<file path="config.mk">
export PLATFORM = sky130hd
export DESIGN_NAME = stt_slot_mem
export DESIGN_NICKNAME = d
export VERILOG_FILES = /design/src/rtl/assert_macros.svh /design/src/rtl/stt_pkg.sv /design/src/rtl/stt_slot_mem.sv
export SDC_FILE = /design/constraint.sdc
export NUM_CORES = 1
export LEC_CHECK = 0
export BUFFER_PORTS_ARGS = -buffer_cell sky130_fd_sc_hd__buf_2
export CORE_AREA = 2 2 222 224
export DETAILED_ROUTE_END_ITERATION = 7
export DIE_AREA = 0 0 224 226
export GPL_TIMING_DRIVEN = 0
export PLACE_DENSITY_LB_ADDON = 0.05
export SLEW_MARGIN = 15
export SYNTH_ARGS = -nofsm -noshare
export SYNTH_HDL_FRONTEND = slang
export SYNTH_SLANG_ARGS = --single-unit
</file>
<file path="constraint.sdc">
create_clock -name clk -period 3.4 [get_ports clk]
set_input_delay 0.85 -clock clk [delete_from_list [all_inputs] [get_ports clk]]
set_output_delay 0.85 -clock clk [all_outputs]
set_load 0.02 [all_outputs]
</file>
<file path="src/rtl/assert_macros.svh">
// Assertion macros shared by the timer slot table RTL.
`ifndef ASSERT_MACROS_SVH
`define ASSERT_MACROS_SVH

// Plain property, checked at every clock edge outside reset.
`define STT_ASSERT(label, clk, rst_n, prop, msg) \
    label: assert property (@(posedge clk) disable iff (!rst_n) (prop)) else $error(msg);

// Same-cycle implication, checked outside reset.
`define STT_ASSERT_IMP(label, clk, rst_n, ante, cons, msg) \
    label: assert property (@(posedge clk) disable iff (!rst_n) (ante) |-> (cons)) \
        else $error(msg);

// Next-cycle implication, checked outside reset.
`define STT_ASSERT_NXT(label, clk, rst_n, ante, cons, msg) \
    label: assert property (@(posedge clk) disable iff (!rst_n) (ante) |=> (cons)) \
        else $error(msg);

`endif

</file>
<file path="src/rtl/stt_pkg.sv">
// Package with codes, widths and record types of the timer slot table.
`timescale 1ns / 1ps
`default_nettype none

package stt_pkg;

    localparam int SLOTS_DEF     = 20;
    localparam int ACTION_W      = 2;
    localparam int TICKS_W       = 8;
    localparam int SLOT_FIELD_W  = 5;
    localparam int KIND_W        = 3;
    localparam int COUNT_FIELD_W = 5;

    // Request actions
    localparam logic [ACTION_W-1:0] ACT_TICK       = 2'd0;
    localparam logic [ACTION_W-1:0] ACT_START      = 2'd1;
    localparam logic [ACTION_W-1:0] ACT_CANCEL     = 2'd2;
    localparam logic [ACTION_W-1:0] ACT_CANCEL_ALL = 2'd3;

    // Response kinds
    localparam logic [KIND_W-1:0] KIND_STARTED       = 3'd0;
    localparam logic [KIND_W-1:0] KIND_FULL          = 3'd1;
    localparam logic [KIND_W-1:0] KIND_FIRED         = 3'd2;
    localparam logic [KIND_W-1:0] KIND_IDLE_TICK     = 3'd3;
    localparam logic [KIND_W-1:0] KIND_CANCELLED     = 3'd4;
    localparam logic [KIND_W-1:0] KIND_REJECTED      = 3'd5;
    localparam logic [KIND_W-1:0] KIND_ALL_CANCELLED = 3'd6;

    // One timer entry as kept in the slot memory
    typedef struct packed {
        logic [TICKS_W-1:0] period;
        logic [TICKS_W-1:0] remaining;
        logic [TICKS_W-1:0] repeats;
    } slot_rec_t;

    // Result of one countdown step on a slot
    typedef struct packed {
        logic      fire;
        logic      final_fire;
        slot_rec_t rec_next;
    } slot_upd_t;

endpackage

`default_nettype wire

</file>
<file path="src/rtl/stt_slot_mem.sv">
// Slot record memory: one write port, one registered read port.
`timescale 1ns / 1ps
`default_nettype none

module stt_slot_mem import stt_pkg::*;
#(
    parameter int SLOTS = SLOTS_DEF,
    parameter int IDX_W = 5
)
(
    input  wire logic             clk,
    input  wire logic             wr_en,
    input  wire logic [IDX_W-1:0] wr_addr,
    input  var  slot_rec_t        wr_data,
    input  wire logic [IDX_W-1:0] rd_addr,
    output slot_rec_t             rd_data
);

    slot_rec_t mem [SLOTS];
    slot_rec_t rd_data_reg;

    // Write the addressed entry
    always_ff @(posedge clk)
    begin
        if (wr_en)
        begin
            mem[wr_addr] <= wr_data;
        end
    end

    // Register the read data
    always_ff @(posedge clk)
    begin
        rd_data_reg <= mem[rd_addr];
    end

    assign rd_data = rd_data_reg;

endmodule

`default_nettype wire

</file>
==> results.txt, run 1 <==
Routed len/inst -> 25.4 microns
Final hold violation count -> 0
Post-synth cell types -> 25
Final instance area -> 22500 sq um
Finished Core Util -> 46.6%
Share of layout cells above drive strength 1 -> 22.0%
Placer congestion estimate -> 0.747
Worst setup SP type -> input port
Critical Path RT -> 3840 ps
# setup viols final -> 0
Post-synthesis adder-cell area fraction -> 0%
Die X -> 224 microns
CP Capture Type -> flop
Multi-input gate area -> 4030 sq um
Ys flop type -> edfxtp_1
Initial Utilization -> 39.5%
I/O pin total -> 60
FILL cells -> 4110
Final WL -> 45800 microns
Syn avg cell area -> 19.0 sq um
Fin nets -> 1175
Post-CTS setup buffers -> 0
Mux contribution to synthesized area -> 12.9%
RSZ-0062 raised after global routing -> no
Slowest Stage Delay on Critical Path -> 680 ps
Measured slew at the worst slew-check pin -> 879 ps
Post-synth EDFFs -> 480
Hold endpoint -> rd_data[3]
Via count -> 9432
Start of the worst register-to-register path -> mem[19][13]
Post-synthesis simple-gate area fraction -> 3.30%
Dpl cell area -> 20800 sq um
H-tree Lvls -> 2
Compound-Gate Fraction of Synth Area -> 4.11%
Critical path's top delay family -> buffers and inverters
Worst skew pair latency -> 590 ps
FFs w/ async S/R, synth -> 0%
Fmax -> 378 MHz
Yosys reg bits -> 504
Post-cts resize count -> 0
Initial antenna violation count -> 0
Remaining global-route overflow -> 0
Reg2Reg Capture Point -> rd_data[13]
Max IR drop VDD -> 0.384 mV
Syn Nets -> 1041
Sequential element share of the synthesized area -> 77.9%
1st-iter DRT viols -> 633
P&R area growth vs syn -> 18.0%
Register area -> 14900 sq um
Leakage -> 0.00769 uW
Clk pin slew, worst setup/hold paths -> 60 ps
Slowest-stage cell, CP -> clkbuf_1
Crit Path Category -> input port to flop
Fin crit share -> 77.7%
Buffers on Ports -> 58
Area leader, netlist -> edfxtp_1
Hold_buf cts -> 0
Synth top area share -> 75.4%
Via/cell ratio -> 5.22
CP bufs+invs -> 3
Reg2reg path depth -> 3
Main area contributors after synthesis -> edfxtp_1, mux2i_1, mux4_2
ANT cells -> 0
Hold path cells -> 4
Clock sink count -> 504
CTS Buffer Depth -> 3
Worst Path Arrival -> 3090 ps
P per Cell Area -> 588 nW/um^2
Core area -> 48300 sq um
Max-cap violations -> 0
All-Layer GR Usage -> 18.6%
Cells along the critical path -> buf_2 -> buf_4 -> clkbuf_1 -> mux4_2 -> a211oi_1 -> nand2_1
Slew headroom -> 41.4%
TritonRoute pass-1 iters -> 5
Final min period -> 2640 ps
Cts bufs inserted -> 54
Status -> complete, no violations
Main combinational cell family by area after synthesis -> multiplexers
CTS root buf -> clkbuf_16
Mapped Area -> 19100 sq um
Rows -> 81
Vias in the first global route -> 9727
Synth Warn # -> 0
# DRC -> 0
Max reg flops -> 480
Pins Over Slew Limit -> 0
First-pass GRT wire length -> 66700 microns
Worst hold start -> mem[10][3]
HP Class -> flop to flop
XOR/XNOR share of the synthesized area -> 0%
Reg2Reg Setup Slack -> 1650 ps
Cells after synthesis -> 1005
Crit Path Max Fanout -> 10
DP HPWL -> 29100 microns
Clock tree from TritonCTS -> built
Die area -> 50600 sq um
Post-DRT Antenna Nets -> 0
Die height -> 226 microns
Skew final -> 12.7 ps
Largest net degree at the start of global routing -> 21
## report_power, final
part / leakage [uW] / switching, uW / internal, uW / total [uW]
combinational: 0.00232 / 458 / 226 / 684
sequential: 0.00453 / 21.7 / 6900 / 6920
clock: 0.000847 / 2310 / 3360 / 5660
total: 0.00769 / 2790 / 10500 / 13300
## Yosys cell counts, types with 19 or more instances
library cell  instances
clkbuf_1             19
nor2_1               23
mux2i_1             192
dfxtp_1              24
nand2_1              73
o22ai_2              20
a22oi_1              24
edfxtp_1            480
mux4_2               24
a211oi_1             24
nand4_1              24
o22ai_1              28
## cell families after synthesis
family / after synthesis
AOI/OAI and AO/OA: 96
DFF: 504
buffers and inverters: 54
and+or+nand+nor: 135
muxes: 216
## cell type report
type,instances,area share (%)
flip-flops and latches,504,66.1
multi-input cells,447,17.9
clock buffers,88,7.27
well taps,622,3.45
repair buffers,78,3.40
plain buffers,54,1.52
clock inverters,13,0.438
## metrics by stage
step	worst slack (ps)	TNS [ps]	std cells	hold WS (ps)	total power, uW
finish	758	0	1806	615	13300
detailed placement	-5.34	-5.34	1705	610	7750
global route	690	0	1806	666	13700
CTS	636	0	1806	630	13400
global placement	-824	-292560	1685	612	7720
floorplan	569	0	1005	551	7420
## layer usage
layer  part of all wire, %  wire (microns)  global-route usage, %  vias to the layer above
met5                     0               0                      0                        -
met4                   2.1             970                   5.83                        0
met3                   3.3            1500                   2.51                       55
met2                    50           23100                   32.1                      190
met1                    44           20200                   24.5                     4866
li1                      -               -                      -                     4321
## cells in the final DEF, fill, tap and decap left out
cell type   synthesis  final
edfxtp_1          480    480
clkbuf_1           19     38
clkinvlp_4          0      3
o22ai_1            28     28
inv_6               0      1
buf_12              0     10
clkinv_2            0      6
nand4b_1            1      1
and2_1              1      1
dfxtp_1            24     24
bufinv_16           0      1
or4b_1              1      1
a211oi_1           24     24
nor2_4              0     20
buf_4              14     14
nand4bb_1           2      2
mux4_2             24     24
or3_1               1      1
buf_2              12     70
buf_6               7      7
nand2_1            73     73
clkinv_1            0      2
or3b_2              3      3
a22oi_1            24     24
clkbuf_8            2     16
nand3b_1            3      3
nor2_1             23      3
o22ai_2            20     20
mux2i_1           192    192
nor2b_1             2      2
clkbuf_16           0     55
nand3_1             1      1
buf_16              0     10
nand4_1            24     24
## worst register-to-register path, cell delays in order (launching register included)
cell and delay, ps:
edfxtp_1 360, mux4_2 480, a211oi_1 640, nand2_1 140
## how the worst max path moves through the flow
| stage | from | slack, ps | to | cells past startpoint |
|---|---|---|---|---|
| after global routing | rd_addr[1] | 690 | rd_data[13] | 6 |
| after CTS | rd_addr[1] | 640 | rd_data[13] | 6 |
| final | rd_addr[1] | 760 | rd_data[11] | 6 |
| after floorplan | wr_addr[1] | 570 | mem[12][0] | 2 |
| after global placement | wr_addr[1] | -820 | mem[16][15] | 3 |
| after detailed placement | rd_addr[1] | -5 | rd_data[13] | 6 |
No activity file was read; power rests on OpenSTA's default activity.
==> run 2, diff against run 1 <==
- clock period: 3.4 -> 2.35 ns (I/O delays scaled with it)
==> run 2 against run 1 <==
Power rose by 43%. Hold slack got worse by 220 ps. Critical path depth rose by 1. First-iteration DRC count fell by 8.5%. Via count fell by 0.40%. Die area did not move. Sequential power rose by 45%. Combinational power rose by 45%. Routed wire length rose by 0.50%.
==> results.txt, run 2 (synthesis gave the netlist of run 1 again) <==
DP HPWL -> 29900 microns
Crit Path Max Fanout -> 10
Worst Path Arrival -> 2630 ps
RSZ-0062 raised after global routing -> no
Critical path's top delay family -> buffers and inverters
Worst skew pair latency -> 610 ps
Met1 Resource Use GR -> 24.5%
Max-cap violations -> 0
Final WL -> 46000 microns
# DRC -> 0
All-Layer GR Usage -> 18.6%
Dpl ws -> -803 ps
Core area -> 48300 sq um
CTS root buf -> clkbuf_16
Crit Path Category -> input port to flop
Final min period -> 2180 ps
Slowest Stage Delay on Critical Path -> 630 ps
Status -> complete, no violations
Post-CTS setup buffers -> 0
Skew final -> 27.2 ps
CP Capture Type -> flop
Worst setup SP type -> input port
I/O pin total -> 60
First-pass GRT wire length -> 66700 microns
Die area -> 50600 sq um
Dpl cell area -> 20800 sq um
FILL cells -> 4098
Via/cell ratio -> 5.20
Start of the worst register-to-register path -> mem[19][11]
Clk pin slew, worst setup/hold paths -> 60 ps
P per Cell Area -> 842 nW/um^2
Die X -> 224 microns
Most common cell after layout, fill and taps aside -> edfxtp_1
Cells along the critical path -> buf_2 -> buf_4 -> nand4b_1 -> buf_2 -> o22ai_2 -> a211oi_1 -> nand2_1
H-tree Lvls -> 2
Clock sink count -> 504
CP bufs+invs -> 3
Via count -> 9394
# setup viols final -> 0
Slew headroom -> 51.5%
P&R area growth vs syn -> 17.7%
Die height -> 226 microns
Initial Utilization -> 39.5%
HP Class -> input port to flop
Final hold violation count -> 0
Remaining global-route overflow -> 0
Buffers on Ports -> 58
Vias in the first global route -> 9709
Leakage -> 0.00768 uW
Fin crit share -> 92.9%
Final worst slack -> 168 ps
Final instance area -> 22500 sq um
Post-DRT Antenna Nets -> 0
Critical Path RT -> 2790 ps
Largest net degree at the start of global routing -> 21
Reg2Reg Capture Point -> rd_data[11]
Worst hold start -> wr_data[10]
Measured slew at the worst slew-check pin -> 724 ps
Hold endpoint -> mem[15][10]
1st-iter DRT viols -> 579
Commonest cells after routing, fill and taps aside -> edfxtp_1, mux2i_1, nand2_1
Reg2reg path depth -> 3
Reg2Reg Setup Slack -> 550 ps
Cts bufs inserted -> 54
Global routing's busiest layer -> met2
Fmax -> 458 MHz
Slowest-stage cell, CP -> a211oi_1
TritonRoute pass-1 iters -> 4
Initial antenna violation count -> 0
Hold path cells -> 1
Max IR drop VDD -> 0.544 mV
Clock tree from TritonCTS -> built
Hold_buf cts -> 0
Placer congestion estimate -> 0.755
Rows -> 81
Share of layout cells above drive strength 1 -> 21.6%
Finished Core Util -> 46.6%
CP dominant cell by count -> buf_2
Met2 usage -> 31.4%
Pins Over Slew Limit -> 0
Fin nets -> 1175
ANT cells -> 0
CTS Buffer Depth -> 3
Routed len/inst -> 25.5 microns
Max reg flops -> 480
Met3 Usage GRT -> 3.01%
-- run 2: changes by cell type in the layout (fill, tap and decap cells not counted) --
| cell | change |
|---|---|
| buf_16 | +5 |
| clkbuf_2 | +3 |
| a211oi_2 | +1 |
| clkinvlp_4 | -3 |
| clkbuf_8 | -8 |
| buf_12 | -5 |
| clkbuf_1 | -1 |
| clkinv_1 | +5 |
| a211oi_1 | -1 |
| clkinv_2 | +3 |
-- run 2: stage by stage --
stage / hold WS, ps / total power (uW) / std cells / TNS [ps]
after floorplan: 551 / 10700 / 1005 / -52270
after global placement: 617 / 11200 / 1685 / -629880
after detailed placement: 621 / 11200 / 1705 / -15610
after CTS: 371 / 19200 / 1805 / 0
after global routing: 389 / 19600 / 1805 / 0
final: 399 / 18900 / 1805 / 0
-- run 2: repair_timing --
item,4_1_cts,5_1_grt
endpoints found under the hold margin,0,0
endpoints found under the setup margin,5,0
resized for setup,4,0
-- run 2: final cells by class --
type	count	area, sq um	area share [%]
buffer	54	347	1.54
clock buffer	82	1540	6.83
clock inverter	18	110	0.489
multi-input combinational	447	4030	17.9
sequential	504	14900	66.2
tap	622	778	3.46
timing repair buffer	78	803	3.57
-- run 2: worst register-to-register path: stages (launching register included) --
cell and delay, ps:
edfxtp_1 370, mux4_2 470, a211oi_1 650, nand2_1 140
-- run 2: where the power goes --
part / internal [uW] / switching (uW) / total, uW
Sequential: 9980 / 31.0 / 10000
Combinational: 329 / 662 / 991
Clock: 4590 / 3350 / 7940
-- run 2: worst max path at each step --
stage               start          end  slack (ps)  depth (start not counted)
6_report       rd_addr[1]  rd_data[11]         170                          7
5_1_grt        rd_addr[1]  rd_data[14]         100                          7
4_1_cts        rd_addr[1]  rd_data[11]         120                          7
3_5_place_dp   rd_addr[1]  rd_data[11]        -800                          6
3_3_place_gp   wr_addr[1]  mem[16][15]       -1610                          3
2_1_floorplan  wr_addr[1]   mem[12][0]        -220                          2
-- run 2: routing by layer --
metal,vias up,share of wire (%)
met5,-,0
met4,0,2.3
met3,67,4.1
met2,199,49
met1,4822,45
li1,4306,-
