$ cat src/rtl/assert_macros.svh
// Assertion macros shared by the timer slot table RTL.
`ifndef ASSERT_MACROS_SVH
`define ASSERT_MACROS_SVH

// Plain property, checked at every clock edge outside reset.
`define STT_ASSERT(label, clk, rst_n, prop, msg) \
    label: assert property (@(posedge clk) disable iff (!rst_n) (prop)) else $error(msg);

// Same-cycle implication, checked outside reset.
`define STT_ASSERT_IMP(label, clk, rst_n, ante, cons, msg) \
    label: assert property (@(posedge clk) disable iff (!rst_n) (ante) |-> (cons)) \
        else $error(msg);

// Next-cycle implication, checked outside reset.
`define STT_ASSERT_NXT(label, clk, rst_n, ante, cons, msg) \
    label: assert property (@(posedge clk) disable iff (!rst_n) (ante) |=> (cons)) \
        else $error(msg);

`endif

$ cat src/rtl/stt_pkg.sv
// Package with codes, widths and record types of the timer slot table.
`timescale 1ns / 1ps
`default_nettype none

package stt_pkg;

    localparam int SLOTS_DEF     = 20;
    localparam int ACTION_W      = 2;
    localparam int TICKS_W       = 8;
    localparam int SLOT_FIELD_W  = 5;
    localparam int KIND_W        = 3;
    localparam int COUNT_FIELD_W = 5;

    // Request actions
    localparam logic [ACTION_W-1:0] ACT_TICK       = 2'd0;
    localparam logic [ACTION_W-1:0] ACT_START      = 2'd1;
    localparam logic [ACTION_W-1:0] ACT_CANCEL     = 2'd2;
    localparam logic [ACTION_W-1:0] ACT_CANCEL_ALL = 2'd3;

    // Response kinds
    localparam logic [KIND_W-1:0] KIND_STARTED       = 3'd0;
    localparam logic [KIND_W-1:0] KIND_FULL          = 3'd1;
    localparam logic [KIND_W-1:0] KIND_FIRED         = 3'd2;
    localparam logic [KIND_W-1:0] KIND_IDLE_TICK     = 3'd3;
    localparam logic [KIND_W-1:0] KIND_CANCELLED     = 3'd4;
    localparam logic [KIND_W-1:0] KIND_REJECTED      = 3'd5;
    localparam logic [KIND_W-1:0] KIND_ALL_CANCELLED = 3'd6;

    // One timer entry as kept in the slot memory
    typedef struct packed {
        logic [TICKS_W-1:0] period;
        logic [TICKS_W-1:0] remaining;
        logic [TICKS_W-1:0] repeats;
    } slot_rec_t;

    // Result of one countdown step on a slot
    typedef struct packed {
        logic      fire;
        logic      final_fire;
        slot_rec_t rec_next;
    } slot_upd_t;

endpackage

`default_nettype wire

$ cat src/rtl/stt_slot_unit.sv
// Shared countdown unit: decrements one slot and decides reload, repeat or free.
`timescale 1ns / 1ps
`default_nettype none

module stt_slot_unit import stt_pkg::*;
(
    input  wire logic      active,
    input  var  slot_rec_t rec,
    output slot_upd_t      upd
);

    logic [TICKS_W-1:0] rem_dec;
    logic               fire;

    // Count down and detect expiry
    assign rem_dec = rec.remaining - 1'b1;
    assign fire    = active && (rem_dec == '0);

    // Reload on expiry, step the repeat count unless it means forever
    always_comb
    begin
        upd.fire               = fire;
        upd.final_fire         = fire && (rec.repeats == TICKS_W'(1));
        upd.rec_next.period    = rec.period;
        upd.rec_next.remaining = fire ? rec.period : rem_dec;
        upd.rec_next.repeats   = rec.repeats;
        if (fire && (rec.repeats != '0))
        begin
            upd.rec_next.repeats = rec.repeats - 1'b1;
        end
    end

endmodule

`default_nettype wire

$ cat config.mk
export PLATFORM = sky130hd
export DESIGN_NAME = stt_slot_unit
export DESIGN_NICKNAME = d
export VERILOG_FILES = /design/src/rtl/assert_macros.svh /design/src/rtl/stt_pkg.sv /design/src/rtl/stt_slot_unit.sv
export SDC_FILE = /design/constraint.sdc
export NUM_CORES = 1
export LEC_CHECK = 0
export BUFFER_PORTS_ARGS = -buffer_cell sky130_fd_sc_hd__buf_2
export CAP_MARGIN = 10
export CORE_AREA = 2 2 41 43
export DETAILED_ROUTE_END_ITERATION = 8
export DIE_AREA = 0 0 43 45
export PLACE_DENSITY = 0.86
export SLEW_MARGIN = 20
export SYNTH_ARGS = -nofsm -noshare
export SYNTH_HDL_FRONTEND = slang
export SYNTH_SLANG_ARGS = --single-unit
export TNS_END_PERCENT = 10
$ cat constraint.sdc
create_clock -name vclk -period 4.9
set_input_delay 0.245 -clock vclk [all_inputs]
set_output_delay 0.245 -clock vclk [all_outputs]
set_load 0.02 [all_outputs]
==> qor.yml, run 1 <==
synth:
  synthSimpleGateAreaFrac_pct: 46.2
  synth_top_area_cell: "buf_4"
  synth_compound_area_share_pct: 7.17
  netlist_area_um2: 628
  avgSynthCellArea_um2: 7.57
  synth_top_family_by_area: "simple AND/OR/NAND/NOR gates"
  ys_top_cells_by_count: "buf_4 (9), nor3_1 (7), nand2_1 (6)"
  yosysWarnings: 0
  yosys-mux-area-fraction_pct: 5.18
  syn_nets: 113
  ys_seq_area_share_pct: 0
  synth_cells: 83
  yosys-top-cells-area: "buf_4 (11%), ha_1 (10%), xnor2_1 (7.0%), xor2_1 (7.0%), nor4_4 (6.8%)"
  synth_most_common_cell: "buf_4"
  yosys.area_share.xor_xnor_pct: 16.5
  yosys.area.top_type_share_pct: 10.8
  ys_types: 30
  synthAdderAreaFrac_pct: 9.96
clocking:
  post_cts_buffers: 0
  cts_resized: 0
  hold_buffers: 0
die:
  row_count: 14
  start_util_pct: 42.7
  die_area_mm2: 0.00194
  pin_count: 51
  dieWidth_um: 43
  die_h_um: 45
  core-area_mm2: 0.00147
sta:
  worst_pin_slew_ns: 0.605
  grt_setup_unrepaired: "no"
  relSlewSlack_pct: 59.3
  clock.fmax_mhz: 418
  setup_violations: 0
  period_share_pct: 48.8
  fin_tns_setup_ns: 0
  drv_slew: 0
  period_minus_slack_ns: 2.39
  fin_hold_ws_ns: 0.722
  hold_viol_final: 0
power:
  p_sw_uw: 42.5
  seq_power_share_pct: 0
  p_clk_share_pct: 0
  ir_worst_vdd_mv: 0.0549
  combPwrFrac_pct: 100.0
  netSwitchingFraction_pct: 62.2
  power.internal_uw: 25.9
  powerDensity_mw_per_mm2: 83.0
  leakagePower_uw: 0.000414
setup_path:
  cp.arrival_ns: 2.15
  worstSetupPathType: "in -> out"
  cp.required_ns: 4.66
  end_kind: "output pin"
  cp_max_fo: 6
  startpoint: "rec[8]"
  startpoint_type: "primary input"
hold_path:
  whs_path_depth: 2
  hp-class: "in -> out"
  hold_start: "rec[16]"
global_route:
  grt_max_degree: 9
  grt_first_pass_wirelength_um: 2600
  antenna_found_initial: 0
  grtUsageTotal_pct: 16.2
  grt_pass1_vias: 633
  gr-total-overflow: 0
outcome:
  outcome: "complete, no violations"
detailed_routing:
  viasPerCell: 5.21
  ant_nets: 0
  drt_pass1_iterations: 4
  dr_total_vias: 730
  initialDrtViolationCount: 12
  wire_per_inst_um: 11.6
  wirelength_um: 1620
  remaining_drc_errors: 0
cells_and_area:
  finalNetCount: 156
  finalInstanceArea_um2: 825
  nFillCells: 132
  seq_cell_count: 0
  diodes: 0
  ff_latch_area_um2: 0
  clkbuf_count: 0
  syn_to_final_growth_pct: 31.3
  drive_above_1_share_pct: 47.6
run:
  maxCapViolations: 0
placement:
  globalplace.congestion: 0.823
  post-dp-hpwl_um: 1450
  placed_area_um2: 825
  port_buffers: 51
[area by class of cell]
type,instances,area [um^2],area share (%)
inverters,4,15.0,1.82
well taps,16,20.0,2.43
multi-input cells,69,534,64.8
repair buffers,51,255,31.0
[final timing paths]
check | endpoint | slack (ns)
worst max-delay path | upd[7] | 2.51
worst min-delay path | upd[16] | 0.72
[power by group through the flow]
stage | clock (uW) | combinational, uW | sequential (uW)
6_report | 0 | 68.4 | 0
5_1_grt | 0 | 74.2 | 0
4_1_cts | 0 | 68.8 | 0
3_5_place_dp | 0 | 68.6 | 0
3_3_place_gp | 0 | 67.1 | 0
2_1_floorplan | 0 | 43.0 | 0
[cell usage in the layout, fill, tap and decap left out, drive strengths merged, types with 4 or more instances in the layout]
master,n
xor2,6
nor4,5
xnor2,5
nor2,6
nand3b,4
nand2,6
ha,5
buf,51
a21o,4
inv,4
nand3,4
nor3,8
[cell families (layout without fill, tap and decap cells)]
family          Yosys count  count (layout)
fa+ha+maj                 5               5
xor+xnor                 11              11
mux                       3               3
simple gates             43              43
compound gates            7               7
buf+inv                  14              55
[metrics by stage]
stage / power [uW] / util [%] / cells / setup slack [ns]
CTS: 68.8 / 56.0 / 140 / 2.51
finish: 68.4 / 56.0 / 140 / 2.51
floorplan: 43.0 / - / 83 / 2.83
global placement: 67.1 / 56.0 / 140 / 2.56
detailed placement: 68.6 / 56.0 / 140 / 2.51
global route: 74.2 / 56.0 / 140 / 2.43
[layer usage]
metal / vias up / track usage [%] / part of all wire, %
met2: 20 / 30.6 / 53
met5: - / 0 / 0
met4: 0 / 1.82 / 0
met3: 0 / 0.400 / 5.5
met1: 339 / 21.5 / 41
li1: 371 / - / -
[worst max-delay path: stages]
cell,delay (ns)
buf_2,0.11
inv_1,0.06
ha_1,0.22
xor2_1,0.21
or3_1,0.55
nor4_4,0.27
mux2_1,0.33
buf_2,0.16
(Power assumes the default switching activity.)
==> run 2, diff against run 1 <==
- CORE_AREA: 2 2 41 43 -> 2 2 44 46
- DIE_AREA: 0 0 43 45 -> 0 0 46 48
- PLACE_DENSITY: 0.86 -> 0.79
- clock period: 4.9 -> 2 ns (I/O delays scaled with it)
==> qor.yml, run 2 (synthesis gave the netlist of run 1 again) <==
sta:
  drv_slew: 0
  setup_violations: 0
  period_share_pct: 96.4
  fin_hold_ws_ns: 0.434
  relSlewSlack_pct: 59.0
  hold_viol_final: 0
  clock.fmax_mhz: 519
  worst_pin_slew_ns: 0.614
  fin_ws_ns: 0.0721
  period_minus_slack_ns: 1.93
  grt_setup_unrepaired: "no"
hold_path:
  hp-class: "in -> out"
  hold_start: "rec[23]"
  hold_path_end: "upd[23]"
  whs_path_depth: 2
power:
  powerDensity_mw_per_mm2: 199
  ir_worst_vdd_mv: 0.117
  leakagePower_uw: 0.000467
global_route:
  grtUsageTotal_pct: 15.6
  grt_max_degree: 9
  grt_first_pass_wirelength_um: 2640
  grt_pass1_vias: 663
  gr-total-overflow: 0
  antenna_found_initial: 0
detailed_routing:
  wirelength_um: 1730
  initialDrtViolationCount: 8
  viasPerCell: 5.09
  remaining_drc_errors: 0
  drt_pass1_iterations: 4
  dr_total_vias: 764
  ant_nets: 0
  wire_per_inst_um: 11.5
setup_path:
  startpoint_type: "primary input"
  cp_max_fo: 4
  critPathMaxStageDelay_ns: 0.35
  worstSetupPathType: "in -> out"
  path_cells: "buf_2 > inv_1 > ha_1 > xor2_1 > buf_4 > or3_1 > nor4b_4 > and4_1 > buf_2"
  cpMostUsedCell: "buf_2"
  cp.arrival_ns: 1.83
  slowest_stage: "or3_1"
  cp.required_ns: 1.90
  end_kind: "output pin"
die:
  row_count: 15
  die_area_mm2: 0.00221
  dieWidth_um: 46
  start_util_pct: 37.2
  core-area_mm2: 0.00169
  pin_count: 51
  die_h_um: 48
clocking:
  post_cts_buffers: 0
cells_and_area:
  nFillCells: 162
  final_common_cell: "buf_2"
  ff_latch_area_um2: 0
  syn_to_final_growth_pct: 45.4
  finalNetCount: 165
  clkbuf_count: 0
  diodes: 0
  multi_input_area_um2: 554
  seq_cell_count: 0
  layout_common_cells: "buf_2 (51), buf_4 (9), nor3_1 (7), nand2_1 (6)"
  drive_above_1_share_pct: 52.6
placement:
  globalplace.congestion: 0.843
  post-dp-hpwl_um: 1560
  port_buffers: 51
  preCtsSetupSlack_ns: -0.0369
outcome:
  outcome: "complete, no violations"
run:
  maxCapViolations: 0
run 2: through the flow:
| stage | std cells | area [um^2] | setup TNS [ns] | total power [uW] | utilization (%) |
|---|---|---|---|---|---|
| floorplan | 83 | 628 | 0 | 105 | - |
| global placement | 150 | 893 | -0.00730 | 175 | 52.9 |
| detailed placement | 150 | 893 | -0.0369 | 178 | 52.9 |
| CTS | 150 | 900 | 0 | 180 | 53.3 |
| global route | 150 | 913 | 0 | 197 | 54.1 |
| finish | 150 | 913 | 0 | 181 | 54.1 |
run 2: timing repair:
action                     CTS  global route
hold buffers                 0             0
cloned                       0             0
setup endpoints to repair    1             2
hold endpoints to repair     0             0
resized for setup            1             2
run 2: area by class of cell:
type / instances / area share (%)
inverter: 4 / 1.64
multi-input combinational: 69 / 60.7
tap: 17 / 2.33
timing repair buffer: 60 / 35.3
run 2: where the power goes:
part / switching (uW) / internal (uW) / leakage [uW] / total (uW)
Sequential: 0 / 0 / 0 / 0
Combinational: 109 / 72.4 / 0.000467 / 181
Clock: 0 / 0 / 0 / 0
Total: 109 / 72.4 / 0.000467 / 181
run 2: how the worst max path moves through the flow:
stage          startpoint  endpoint  slack, ns  cells after the start
2_1_floorplan      rec[8]    upd[7]       0.22                      7
3_3_place_gp       rec[9]   upd[24]     -0.007                      9
3_5_place_dp       rec[9]   upd[24]      -0.04                      9
4_1_cts            rec[9]    upd[7]      0.005                      8
5_1_grt            rec[8]    upd[0]      0.003                     10
6_report           rec[8]   upd[24]       0.07                      9
run 2: routing by layer:
layer	routed length [um]	global-route usage, %	vias up
met5	0	0	-
met4	21	1.71	0
met3	70	0	2
met2	953	31.7	22
met1	679	18.7	351
li1	-	-	389
run 2: critical path: cells and delay by family:
kind | cells | cell delay, ns
and+or+nand+nor | 3 | 0.89
adders and majority gates | 1 | 0.21
buffers and inverters | 4 | 0.45
xor gates and xnor gates | 1 | 0.18
==> run 3, diff against run 2 <==
- CORE_AREA: 2 2 44 46 -> 2 2 42 44
- DIE_AREA: 0 0 46 48 -> 0 0 44 46
- PLACE_DENSITY: 0.79 -> 0.83
- clock period: 2 -> 1.94 ns (I/O delays scaled with it)
==> qor.yml, run 3 (synthesis gave the netlist of run 1 again) <==
cells_and_area:
  seq_cell_count: 0
  finalNetCount: 167
  final_common_cell: "buf_2"
  utilization_pct: 58.7
  layout_common_cells: "buf_2 (48), buf_4 (14), nor3_1 (7), nand2_1 (6)"
  clkbuf_count: 0
  diodes: 0
  syn_to_final_growth_pct: 50.8
  nFillCells: 132
  ff_latch_area_um2: 0
  drive_above_1_share_pct: 53.3
power:
  combPwrFrac_pct: 100.0
  seq_power_share_pct: 0
  power.internal_uw: 78.4
  p_sw_uw: 116
  power_uw: 195
  powerDensity_mw_per_mm2: 205
  ir_worst_vdd_mv: 0.108
  leakagePower_uw: 0.000481
  netSwitchingFraction_pct: 59.7
  p_clk_share_pct: 0
hold_path:
  hold_start: "rec[23]"
  hold_path_end: "upd[23]"
  whs_path_depth: 2
  hp-class: "in -> out"
detailed_routing:
  wire_per_inst_um: 12.8
  ant_nets: 0
  dr_total_vias: 797
  wirelength_um: 1940
  remaining_drc_errors: 0
  viasPerCell: 5.24
  initialDrtViolationCount: 24
  drt_pass1_iterations: 4
sta:
  relSlewSlack_pct: 63.5
  worst_pin_slew_ns: 0.543
  period_minus_slack_ns: 1.90
  drv_slew: 0
  hold_viol_final: 0
  period_share_pct: 98.1
  setup_violations: 0
  clock.fmax_mhz: 525
global_route:
  gr-total-overflow: 0
  grtUsageTotal_pct: 17.1
  grt_pass1_vias: 708
  grt_max_degree: 9
  grt_first_pass_wirelength_um: 2750
  antenna_found_initial: 0
die:
  die_area_mm2: 0.00202
  dieWidth_um: 44
  start_util_pct: 38.9
  row_count: 15
  pin_count: 51
  core-area_mm2: 0.00161
  die_h_um: 46
setup_path:
  cp.required_ns: 1.84
  worstSetupPathType: "in -> out"
  cp_max_fo: 6
  end_kind: "output pin"
  startpoint_type: "primary input"
  cp.arrival_ns: 1.81
run:
  maxCapViolations: 0
placement:
  post-dp-hpwl_um: 1570
  globalplace.congestion: 0.815
  port_buffers: 51
clocking:
  hold_buffers: 0
outcome:
  outcome: "complete, no violations"
-- run 3: layer usage --
layer,vias up,part of all wire [%],global-route usage [%]
met1,377,39,19.6
met4,0,0.88,5.45
met3,4,3.9,1.19
li1,390,-,-
met2,26,56,33.2
met5,-,0,0
-- run 3: layout make-up --
type	instances	area [um^2]	share of cell area, %
Inverter	4	15.0	1.59
Multi-Input combinational cell	69	566	59.7
Tap cell	17	21.3	2.25
Timing Repair Buffer	62	345	36.5
-- run 3: what timing repair did --
action / in CTS / in global routing
resized for setup: 2 / 5
setup endpoints to repair: 3 / 4
endpoints found under the hold margin: 0 / 0
setup buffers: 0 / 0
pin swaps: 0 / 5
-- run 3: power by group through the flow --
| stage | clock network, uW | logic, uW | registers [uW] |
|---|---|---|---|
| 2_1_floorplan | 0 | 109 | 0 |
| 3_3_place_gp | 0 | 181 | 0 |
| 3_5_place_dp | 0 | 186 | 0 |
| 4_1_cts | 0 | 187 | 0 |
| 5_1_grt | 0 | 209 | 0 |
| 6_report | 0 | 195 | 0 |
-- run 3: worst max path at each step --
stage | from | to | slack, ns
6_report | rec[8] | upd[0] | 0.04
5_1_grt | rec[8] | upd[0] | -0.04
4_1_cts | rec[8] | upd[24] | 0.05
3_5_place_dp | rec[8] | upd[24] | -0.04
3_3_place_gp | rec[8] | upd[24] | -0.05
2_1_floorplan | rec[8] | upd[7] | 0.16
-- run 3: critical path: stages --
cell and delay (ns):
buf_2 0.10, buf_4 0.13, nor3_2 0.34, buf_4 0.19, xnor2_1 0.26, nand3_1 0.29, xnor2_1 0.20, buf_2 0.18
-- run 3: metrics by stage --
stage	area [um^2]	setup slack [ns]	TNS [ns]	std cells	hold slack, ns
2_1_floorplan	628	0.164	0	83	0.307
3_3_place_gp	908	-0.0507	-0.0507	152	0.426
3_5_place_dp	908	-0.0387	-0.0977	152	0.428
4_1_cts	920	0.0521	0	152	0.428
5_1_grt	947	-0.0385	-0.0906	152	0.434
6_report	947	0.0360	0	152	0.427
